File: src/rtl/core/mmpt_pkg.sv
// shared types, field widths and codes for the bounded multimap pair table
// no dependencies
package mmpt_pkg;

    localparam int CAPACITY_DEF = 32;
    localparam int KEY_W        = 32;
    localparam int VAL_W        = 32;
    localparam int CNT_OUT_W    = 6;
    localparam int OP_W         = 2;
    localparam int STATUS_W     = 2;
    localparam int S_TDATA_W    = 64;
    localparam int M_TDATA_W    = 40;

    typedef enum logic [OP_W-1:0] {
        OP_ADD    = 2'd0,
        OP_REMOVE = 2'd1,
        OP_SEARCH = 2'd2
    } t_op;

    typedef enum logic [STATUS_W-1:0] {
        ST_OK        = 2'd0,
        ST_NOT_FOUND = 2'd1,
        ST_FULL      = 2'd2
    } t_status;

    typedef struct packed {
        logic    load;
        logic    add_wr;
        logic    adv;
        logic    shift_init;
        logic    shift_wr;
        logic    dec;
        logic    pend_load;
        logic    out_load;
        t_status out_status;
        logic    out_last;
        logic    out_use_pend;
    } t_dp_cmd;

    typedef struct packed {
        logic full;
        logic hit_k;
        logic hit_kv;
        logic scan_done;
        logic dv;
        logic out_free;
    } t_dp_stat;

endpackage

File: src/rtl/core/mmpt_dpath.sv
// datapath: pair store, pair count, scan pipeline and result register
// depends on mmpt_pkg
module mmpt_dpath #(
    parameter int CAPACITY = mmpt_pkg::CAPACITY_DEF
) (
    input  logic                          i_clk,
    input  logic                          i_rst_n,
    input  mmpt_pkg::t_dp_cmd             i_cmd,
    output mmpt_pkg::t_dp_stat            o_stat,
    input  logic [mmpt_pkg::KEY_W-1:0]    i_key,
    input  logic [mmpt_pkg::VAL_W-1:0]    i_val,
    input  logic                          i_m_tready,
    output logic                          o_m_tvalid,
    output mmpt_pkg::t_status             o_status,
    output logic [mmpt_pkg::VAL_W-1:0]    o_value,
    output logic                          o_last,
    output logic [mmpt_pkg::CNT_OUT_W-1:0] o_count
);

    localparam int IW = (CAPACITY > 1) ? $clog2(CAPACITY) : 1;
    localparam int CW = $clog2(CAPACITY + 1);
    localparam int EW = mmpt_pkg::KEY_W + mmpt_pkg::VAL_W;

    logic [EW-1:0]                   mem [CAPACITY];
    logic [mmpt_pkg::KEY_W-1:0]      r_key;
    logic [mmpt_pkg::VAL_W-1:0]      r_val;
    logic [CW-1:0]                   r_count;
    logic [CW-1:0]                   r_ra;
    logic [IW-1:0]                   r_da;
    logic                            r_dv;
    logic [EW-1:0]                   r_rd;
    logic [mmpt_pkg::VAL_W-1:0]      r_pend_val;
    logic                            r_ovalid;
    mmpt_pkg::t_status               r_ostat;
    logic [mmpt_pkg::VAL_W-1:0]      r_oval;
    logic                            r_olast;
    logic [mmpt_pkg::CNT_OUT_W-1:0]  r_ocnt;
    logic                            w_ra_lt;
    logic [CW+mmpt_pkg::CNT_OUT_W-1:0] w_cnt_ext;
    logic [mmpt_pkg::KEY_W-1:0]      w_rd_key;
    logic [mmpt_pkg::VAL_W-1:0]      w_rd_val;

    assign w_ra_lt   = (r_ra < r_count);
    assign w_cnt_ext = {{mmpt_pkg::CNT_OUT_W{1'b0}}, r_count};
    assign w_rd_key  = r_rd[mmpt_pkg::KEY_W-1:0];
    assign w_rd_val  = r_rd[EW-1:mmpt_pkg::KEY_W];

    // store: one write port, one registered read port
    always_ff @(posedge i_clk) begin
        if (i_cmd.add_wr) begin
            mem[r_count[IW-1:0]] <= {r_val, r_key};
        end else if (i_cmd.shift_wr) begin
            mem[r_da - IW'(1)] <= r_rd;
        end
        if (i_cmd.adv && w_ra_lt) begin
            r_rd <= mem[r_ra[IW-1:0]];
        end
    end

    always_ff @(posedge i_clk) begin
        if (!i_rst_n) begin
            r_count  <= '0;
            r_ra     <= '0;
            r_da     <= '0;
            r_dv     <= 1'b0;
            r_ovalid <= 1'b0;
        end else begin
            if (i_cmd.add_wr) begin
                r_count <= r_count + CW'(1);
            end else if (i_cmd.dec) begin
                r_count <= r_count - CW'(1);
            end
            if (i_cmd.load) begin
                r_ra <= '0;
                r_dv <= 1'b0;
            end else if (i_cmd.shift_init) begin
                r_ra <= CW'(r_da) + CW'(1);
                r_dv <= 1'b0;
            end else if (i_cmd.adv) begin
                r_dv <= w_ra_lt;
                r_da <= r_ra[IW-1:0];
                if (w_ra_lt) begin
                    r_ra <= r_ra + CW'(1);
                end
            end
            if (i_cmd.out_load) begin
                r_ovalid <= 1'b1;
            end else if (i_m_tready) begin
                r_ovalid <= 1'b0;
            end
        end
    end

    always_ff @(posedge i_clk) begin
        if (i_cmd.load) begin
            r_key <= i_key;
            r_val <= i_val;
        end
        if (i_cmd.pend_load) begin
            r_pend_val <= w_rd_val;
        end
        if (i_cmd.out_load) begin
            r_ostat <= i_cmd.out_status;
            r_olast <= i_cmd.out_last;
            r_oval  <= i_cmd.out_use_pend ? r_pend_val : '0;
            r_ocnt  <= w_cnt_ext[mmpt_pkg::CNT_OUT_W-1:0];
        end
    end

    always_comb begin
        o_stat.full      = (r_count >= CW'(CAPACITY));
        o_stat.hit_k     = r_dv && (w_rd_key == r_key);
        o_stat.hit_kv    = r_dv && (w_rd_key == r_key) && (w_rd_val == r_val);
        o_stat.scan_done = !r_dv && !w_ra_lt;
        o_stat.dv        = r_dv;
        o_stat.out_free  = !r_ovalid || i_m_tready;
    end

    assign o_m_tvalid = r_ovalid;
    assign o_status   = r_ostat;
    assign o_value    = r_oval;
    assign o_last     = r_olast;
    assign o_count    = r_ocnt;

endmodule

File: src/rtl/core/mmpt_ctrl.sv
// controller: sequences add, remove scan and shift, and search scan
// depends on mmpt_pkg
module mmpt_ctrl (
    input  logic               i_clk,
    input  logic               i_rst_n,
    input  logic               i_s_tvalid,
    output logic               o_s_tready,
    input  mmpt_pkg::t_op      i_op,
    input  mmpt_pkg::t_dp_stat i_stat,
    output mmpt_pkg::t_dp_cmd  o_cmd
);

    typedef enum logic [2:0] {
        S_IDLE,
        S_ADD,
        S_RSCAN,
        S_RSHIFT,
        S_SRCH,
        S_FIN
    } t_state;

    t_state            r_state, n_state;
    mmpt_pkg::t_status r_fstat, n_fstat;
    logic              r_pend, n_pend;

    always_comb begin
        n_state    = r_state;
        n_fstat    = r_fstat;
        n_pend     = r_pend;
        o_cmd      = '0;
        o_s_tready = 1'b0;
        unique case (r_state)
            S_IDLE: begin
                o_s_tready = 1'b1;
                if (i_s_tvalid) begin
                    o_cmd.load = 1'b1;
                    n_pend     = 1'b0;
                    unique case (i_op)
                        mmpt_pkg::OP_ADD: begin
                            if (i_stat.full) begin
                                n_fstat = mmpt_pkg::ST_FULL;
                                n_state = S_FIN;
                            end else begin
                                n_state = S_ADD;
                            end
                        end
                        mmpt_pkg::OP_REMOVE: n_state = S_RSCAN;
                        mmpt_pkg::OP_SEARCH: n_state = S_SRCH;
                        default:             n_state = S_IDLE;
                    endcase
                end
            end
            S_ADD: begin
                o_cmd.add_wr = 1'b1;
                n_fstat      = mmpt_pkg::ST_OK;
                n_state      = S_FIN;
            end
            S_RSCAN: begin
                if (i_stat.hit_kv) begin
                    o_cmd.shift_init = 1'b1;
                    n_state          = S_RSHIFT;
                end else if (i_stat.scan_done) begin
                    n_fstat = mmpt_pkg::ST_NOT_FOUND;
                    n_state = S_FIN;
                end else begin
                    o_cmd.adv = 1'b1;
                end
            end
            S_RSHIFT: begin
                if (i_stat.scan_done) begin
                    o_cmd.dec = 1'b1;
                    n_fstat   = mmpt_pkg::ST_OK;
                    n_state   = S_FIN;
                end else begin
                    o_cmd.adv      = 1'b1;
                    o_cmd.shift_wr = i_stat.dv;
                end
            end
            S_SRCH: begin
                if (i_stat.hit_k) begin
                    // earlier match goes out once a later one is known
                    if (!r_pend || i_stat.out_free) begin
                        o_cmd.adv          = 1'b1;
                        o_cmd.pend_load    = 1'b1;
                        o_cmd.out_load     = r_pend;
                        o_cmd.out_status   = mmpt_pkg::ST_OK;
                        o_cmd.out_use_pend = 1'b1;
                        n_pend             = 1'b1;
                    end
                end else if (i_stat.scan_done) begin
                    n_fstat = r_pend ? mmpt_pkg::ST_OK : mmpt_pkg::ST_NOT_FOUND;
                    n_state = S_FIN;
                end else begin
                    o_cmd.adv = 1'b1;
                end
            end
            S_FIN: begin
                if (i_stat.out_free) begin
                    o_cmd.out_load     = 1'b1;
                    o_cmd.out_status   = r_fstat;
                    o_cmd.out_last     = 1'b1;
                    o_cmd.out_use_pend = r_pend;
                    n_state            = S_IDLE;
                end
            end
            default: n_state = S_IDLE;
        endcase
    end

    always_ff @(posedge i_clk) begin
        if (!i_rst_n) begin
            r_state <= S_IDLE;
            r_fstat <= mmpt_pkg::ST_OK;
            r_pend  <= 1'b0;
        end else begin
            r_state <= n_state;
            r_fstat <= n_fstat;
            r_pend  <= n_pend;
        end
    end

endmodule

File: src/rtl/core/multimap_pair_table.sv
// top level of the bounded multimap pair table: stream ports, controller and datapath
// depends on mmpt_pkg, mmpt_ctrl and mmpt_dpath
//
// channel   direction  tdata                        tuser          tlast
// s_axis    in         key[31:0], value[63:32]      cmd[1:0]       -
// m_axis    out        value[31:0], count[37:32]    status[1:0]    last of item
//
// remove and search scan the pair store through its single read port, one stored pair
// per cycle while not held; a remove that hits then shifts the later pairs down one place
// and reduces the pair count
// a stalled m_axis holds a search scan when a second result is due, and any item
// waits in its last cycle until the result register is free
// synchronous active-low reset empties the table; the store itself is not cleared
module multimap_pair_table #(
    parameter int CAPACITY = mmpt_pkg::CAPACITY_DEF
) (
    input  logic                            i_clk,
    input  logic                            i_rst_n,
    input  logic                            i_s_axis_tvalid,
    output logic                            o_s_axis_tready,
    input  logic [mmpt_pkg::S_TDATA_W-1:0]  i_s_axis_tdata,  // key, value
    input  logic [mmpt_pkg::OP_W-1:0]       i_s_axis_tuser,  // cmd
    output logic                            o_m_axis_tvalid,
    input  logic                            i_m_axis_tready,
    output logic [mmpt_pkg::M_TDATA_W-1:0]  o_m_axis_tdata,  // value_out, pair_count, zero pad
    output logic [mmpt_pkg::STATUS_W-1:0]   o_m_axis_tuser,  // status
    output logic                            o_m_axis_tlast
);

    localparam int KW = mmpt_pkg::KEY_W;
    localparam int VW = mmpt_pkg::VAL_W;
    localparam int NW = mmpt_pkg::CNT_OUT_W;

    mmpt_pkg::t_dp_cmd  w_cmd;
    mmpt_pkg::t_dp_stat w_st;
    mmpt_pkg::t_status  w_status;
    logic [VW-1:0]      w_value;
    logic [NW-1:0]      w_count;

    mmpt_ctrl u_ctrl (
        .i_clk      (i_clk),
        .i_rst_n    (i_rst_n),
        .i_s_tvalid (i_s_axis_tvalid),
        .o_s_tready (o_s_axis_tready),
        .i_op       (mmpt_pkg::t_op'(i_s_axis_tuser)),
        .i_stat     (w_st),
        .o_cmd      (w_cmd)
    );

    mmpt_dpath #(
        .CAPACITY (CAPACITY)
    ) u_dpath (
        .i_clk      (i_clk),
        .i_rst_n    (i_rst_n),
        .i_cmd      (w_cmd),
        .o_stat     (w_st),
        .i_key      (i_s_axis_tdata[KW-1:0]),
        .i_val      (i_s_axis_tdata[KW+VW-1:KW]),
        .i_m_tready (i_m_axis_tready),
        .o_m_tvalid (o_m_axis_tvalid),
        .o_status   (w_status),
        .o_value    (w_value),
        .o_last     (o_m_axis_tlast),
        .o_count    (w_count)
    );

    assign o_m_axis_tuser = w_status;
    assign o_m_axis_tdata = {{(mmpt_pkg::M_TDATA_W - VW - NW){1'b0}}, w_count, w_value};

`ifndef SYNTHESIS
    a_no_overwrite: assert property (@(posedge i_clk) disable iff (!i_rst_n)
        w_cmd.out_load |-> (!o_m_axis_tvalid || i_m_axis_tready))
        else $error("result register loaded while a transfer is pending");

    a_full_only_at_capacity: assert property (@(posedge i_clk) disable iff (!i_rst_n)
        (w_cmd.out_load && w_cmd.out_status == mmpt_pkg::ST_FULL) |-> w_st.full)
        else $error("full reported below capacity");

    a_not_found_shape: assert property (@(posedge i_clk) disable iff (!i_rst_n)
        (o_m_axis_tvalid && o_m_axis_tuser == mmpt_pkg::ST_NOT_FOUND)
            |-> (o_m_axis_tlast && o_m_axis_tdata[VW-1:0] == '0))
        else $error("not-found result is not a single zero-valued last transfer");
`endif

endmodule

File: config.mk
export PLATFORM = sky130hd
export DESIGN_NAME = multimap_pair_table
export DESIGN_NICKNAME = d
export VERILOG_FILES = /design/src/rtl/core/mmpt_pkg.sv /design/src/rtl/core/mmpt_dpath.sv /design/src/rtl/core/mmpt_ctrl.sv /design/src/rtl/core/multimap_pair_table.sv
export SDC_FILE = /design/constraint.sdc
export NUM_CORES = 2
export LEC_CHECK = 0
export BUFFER_PORTS_ARGS = -buffer_cell sky130_fd_sc_hd__buf_2
export CAP_MARGIN = 20
export CORE_MARGIN = 1.5
export CORE_UTILIZATION = 65
export CTS_BUF_LIST = sky130_fd_sc_hd__clkbuf_2
export CTS_CLUSTER_DIAMETER = 200
export DETAILED_ROUTE_END_ITERATION = 8
export PLACE_DENSITY_LB_ADDON = 0.25
export SLEW_MARGIN = 15
export SYNTH_ARGS = -nofsm -noshare
export SYNTH_HDL_FRONTEND = slang
export SYNTH_SLANG_ARGS = --single-unit
File: constraint.sdc
create_clock -name i_clk -period 6.3 [get_ports i_clk]
set_clock_uncertainty 0.2 [all_clocks]
set_input_delay 1.26 -clock i_clk [delete_from_list [all_inputs] [get_ports i_clk]]
set_output_delay 1.26 -clock i_clk [all_outputs]
set_load 0.005 [all_outputs]
After elaboration in Yosys (flattened, before gate mapping)
Memory sizes are Yosys's and may differ from the RTL's. A register that Yosys moved wholly into a read port is not among the register bits. Index checks and enable logic that the tools add are counted.

Register bits: 162. RAM bits: 2048. Input port bits: 70. Output and inout bits: 45. Word-level logic and storage cells: 130. Memories: 1.

Memory list: u_dpath.mem (words 32, width 64, read ports 1, clocked after memory_dff 1, write ports 1, RTL line mmpt_dpath.sv:24) `logic [EW-1:0] mem [CAPACITY];`.

Add/sub/neg operators: 5. Magnitude comparators: 2. Equality and inequality tests: 20. Muxes and demuxes: 58. Bitwise operators: 3. Reductions and logical operators: 26.

Operator list (count): $eq A32 B32 Y1 (2); $mux W64 (1); $reduce_or A64 Y1 (1); $mux W6 (5); $mux W1 (26); $mux W2 (9); $mux W3 (6); $pmux W3 S6 (1); $ne A2 B1 Y1 const B (7); $add A6 B1 Y6 const B (2); $mux W5 (2); $pmux W2 S5 (1); $reduce_bool A2 Y1 (5); $pmux W3 S3 (1); $reduce_and A9 Y1 (1); $mux W4 (2); $ne A2 B2 Y1 const B (4); $add A5 B1 Y6 const B (1); $eq A3 B2 Y1 const B (2); $eq A3 B3 Y1 const B (2); $ge A6 B6 Y1 const B (1); $lt A6 B6 Y1 (1); $pmux W3 S2 (1); $reduce_and A3 Y1 (2); 18 further kinds (28).

Longest topological paths before layout
Depth after elaboration: 10. Gate-level depth with buffers: 14.

By module
A second synthesis with hierarchy kept.

Cells, all modules: 3827. Area, all modules: 87446.4 um^2.

By module, submodules not included: mmpt_dpath (times used 1, cells an instance 3742, area an instance 86852.0 um^2, seq. area each 67915.1 um^2); mmpt_ctrl (times used 1, cells an instance 82, area an instance 575.6 um^2, seq. area each 120.1 um^2); multimap_pair_table (times used 1, cells an instance 3, area an instance 18.8 um^2, seq. area each 0.0 um^2).

Worst setup path before layout
OpenSTA, ideal clock, no wires.

Path type: input to register. From: input port i_m_axis_tready. To: register u_dpath.r_ocnt, in the netlist u_dpath.o_count[0], enable pin. Library setup time: 0.490 ns. Arrival: 4.303 ns. Required time: 5.610 ns. Path slack: 1.306 ns. Stages: 3. Buffers on the path: 1. Path through: nor2b_1 > clkbuf_1 > nor3_1.

RTL lines: start: declaration (RTL line multimap_pair_table.sv:24) `input logic i_m_axis_tready,`; end signal: assignment (RTL line mmpt_dpath.sv:106) `r_ocnt <= w_cnt_ext[mmpt_pkg::CNT_OUT_W-1:0];`; end: declaration (RTL line mmpt_dpath.sv:37) `logic [mmpt_pkg::CNT_OUT_W-1:0] r_ocnt;`.

Worst setup path after layout
From: register u_ctrl.r_state[1]. To: memory u_dpath.mem[24][6] (netlist bit), enable pin.

Longest elaborated chain between the ends: 7.

Ends and longest elaborated chain: start: declaration (RTL line mmpt_ctrl.sv:22) `t_state r_state, n_state;`; start signal: assignment (RTL line mmpt_ctrl.sv:116) `r_state <= n_state;`; $eq A3 B2 Y1 (RTL line mmpt_ctrl.sv:32) `unique case (r_state)`; $mux W2 (RTL line mmpt_ctrl.sv:32); $mux W1 (RTL line mmpt_dpath.sv:52) `end else if (i_cmd.shift_wr) begin`; $mux W1 (RTL line mmpt_dpath.sv:50) `if (i_cmd.add_wr) begin`; $mux W1 (implied by the code) (RTL line mmpt_dpath.sv:53) `mem[r_da - IW'(1)] <= r_rd;`; $reduce_or A64 Y1 (no source line); $mux W5 (no source line) or $mux W1 (tied branches); end: declaration (RTL line mmpt_dpath.sv:24).

Parallel ways exist; a longest one is shown, timed or not.

==> metrics <==
post-synthesis cell type count 49; CTS tree yes; #FFs+latches synth 2274; # rows 134; worst-skew pair later-pin latency 1820 ps; CP peak stage delay 970 ps; final hold viol count 0; wire per inst 30.82 um; Crit Path Category flip-flop to flip-flop; effective utilization at floorplan 65.37%; Synth Flop Type edfxtp_1; Post-synth EDFFs 2249; Vias 43277; status complete, no violations; slew margin rel. around 17%; number of global-route vias before repair 44105; CP Capture Type flip-flop; detailed placer's ending HPWL 108900 um; initial drt markers 5290; min cycle time layout 4875 ps; unrepaired setup endpoints after global routing false; CTS buffer count 564; sequential cell area fraction in the yosys report 78.09%; CTS H-tree depth 6; CTS root buffer clkbuf_2; Max Freq 205.1 MHz; GPL Wtd Cong 0.8469; DRC viols 0; Synth top cells by count 2249 x edfxtp_1, 640 x mux4_2, 223 x nand2_1, 105 x clkbuf_1, 72 x xnor2_1; die area 136200 um^2; vias per cell approximately 6.6; drt pass-1 iters 5; Final nets roughly 4500; critical path fanouts, max 42; most frequent CP cell nor2b_1; initial antenna violation count 7; post-synth top area cell edfxtp_1; Placeable Area roughly 130000 um^2; final core occ approximately 72%; crit path max-delay cell type nor2_4; Setup violations, final 0; Clock Tree Buf Depth 4; R2R Setup Slk about 1400 ps; Setup crit start kind flip-flop; largest net degree at the start of global routing 124; clk sink count 2274; Die Wd 369.1 um; antenna viol nets, final 0; Leak Pwr 0.03066 uW; setup TNS 0 ps; post-synthesis cell count roughly 3700; CP arrival 6040 ps; Max-Cap Viols 0; Routed WL 203400 um; top post-synthesis cells by area edfxtp_1 78%, mux4_2 17%, nand2_1 0.96%, mux2_2 0.83%, xnor2_1 0.72%; critical-path cell list nor2b_1, nand3_4, o21ai_0, nor2b_1, nand2_1, nor2_4, buf_4; Worst-Margin Slew roughly 1200 ps; grt ovf 0; Synth async-reset ratio 0%; Final Cycle Share 77.38%; VDD IR-drop max ~440 uV; Tot GR Track Use 30.72%; clk slew on worst S/H paths 100 ps; Worst EP required between 7000 and 8000 ps; Yosys top cell area share roughly 78%; Syn Area/Cell 23.33 um^2; final slew viol count 0; fraction of layout cells with a size suffix above 1 36.99%; area grow syn2layout 10.70%; hold crit path type input pin to flip-flop; Post-Layout Cell Count 6600; overall power about 35000 uW; PortBufs approximately 110; Pwr Density 366.2 nW/um^2; fillers between 7000 and 8000; mapped cell area approximately 87000 um^2; count leader, synth edfxtp_1; synth warn 0; io pins 115; first-pass GRT wire length 294800 um; Die Ht 369.1 um; Inst Count DP around 5500
worst paths after layout:
check / from / to / depth (start not counted)
min: i_s_axis_tdata[1] / u_dpath.r_key[1] / 2
max reg2reg: u_ctrl.r_state[1] / u_dpath.mem[24][6] / 7
min reg2reg: u_ctrl.r_fstat[1] / u_ctrl.r_fstat[1] / 1
max: u_ctrl.r_state[1] / u_dpath.mem[24][6] / 7
cells in the final DEF (no fill, tap or decap), types with 34 or more instances in the layout:
cell           instances
edfxtp_1            2249
clkbuf_2             793
mux4_2               640
nand2_1              223
dlygate4sd3_1        133
buf_2                113
clkinv_1             108
xnor2_1               72
mux2_2                64
buf_4                 49
nor2_1                37
and3_1                34
state kept, by name, indices dropped and copies added (netlist names), 32 cells and up:
name	count
u_dpath.mem	2048
u_dpath.o_value	32
u_dpath.r_key	32
u_dpath.r_pend_val	32
u_dpath.r_rd	64
u_dpath.r_val	32
routing by layer:
metal | vias to the layer above | wire, um | GRT usage (%) | share of wire, %
met5 | - | 27 | 0 | 0.013
met4 | 4 | 5230 | 10.47 | 2.6
met3 | 357 | 23530 | 8.039 | 12
met2 | 3002 | 99970 | 48.05 | 49
met1 | 22385 | 74620 | 43.09 | 37
li1 | 17529 | - | - | -
worst max-delay path, delay by kind of cell, from the launching register on:
family,cells,cell delay (ps)
and+or+nand+nor,5,2550
AOI/OAI and AO/OA,1,690
DFF,1,580
buffers and inverters,1,480
per-stage QoR:
step / setup slack [ps] / instance area (um^2) / hold slack, ps
after floorplan: 1306 / 87130 / 256.6
after global placement: 1627 / 90350 / 274.2
after detailed placement: 1475 / 90360 / 279.0
after CTS: 1430 / 96400 / 12.42
after global routing: 1202 / 96440 / 95.38
final: 1425 / 96450 / 235.5
layout make-up:
cell class	count	area [um^2]	area share (%)
inverters	20	82.58	0.08562
flip-flops and latches	2274	68050	70.56
clock inverters	150	748.2	0.7758
well taps	1768	2212	2.294
diodes	12	30.03	0.03114
clock buffers	793	3969	4.115
repair buffers	327	2893	2.999
multi-input cells	1256	18460	19.14
power breakdown:
group | total, uW | switching, uW | internal [uW] | leakage, uW
Clock | 9250 | 5640 | 3610 | 0.00368
Combinational | 7440 | 4170 | 3270 | 0.00650
Sequential | 18600 | 466 | 18200 | 0.0205
cell families (layout without fill, tap and decap cells):
kind of cell	after synthesis	after routing	share of synthesized area, %
simple gates	394	394	1.982
flops	2274	2274	78.09
xor+xnor	81	81	0.8143
mux	714	714	17.49
compound gates	53	53	0.4035
fa+ha+maj	12	12	0.1809
other cells	1	14	0.004304
buf+inv	206	1290	1.041
timing repair:
item                                   in CTS  in global routing
resized for setup                           0                  0
setup buffers                               0                  0
endpoints found under the hold margin      92                  0
setup endpoints to repair                   0                  0
hold buffers                              133                  0
(Power assumes the default switching activity.)
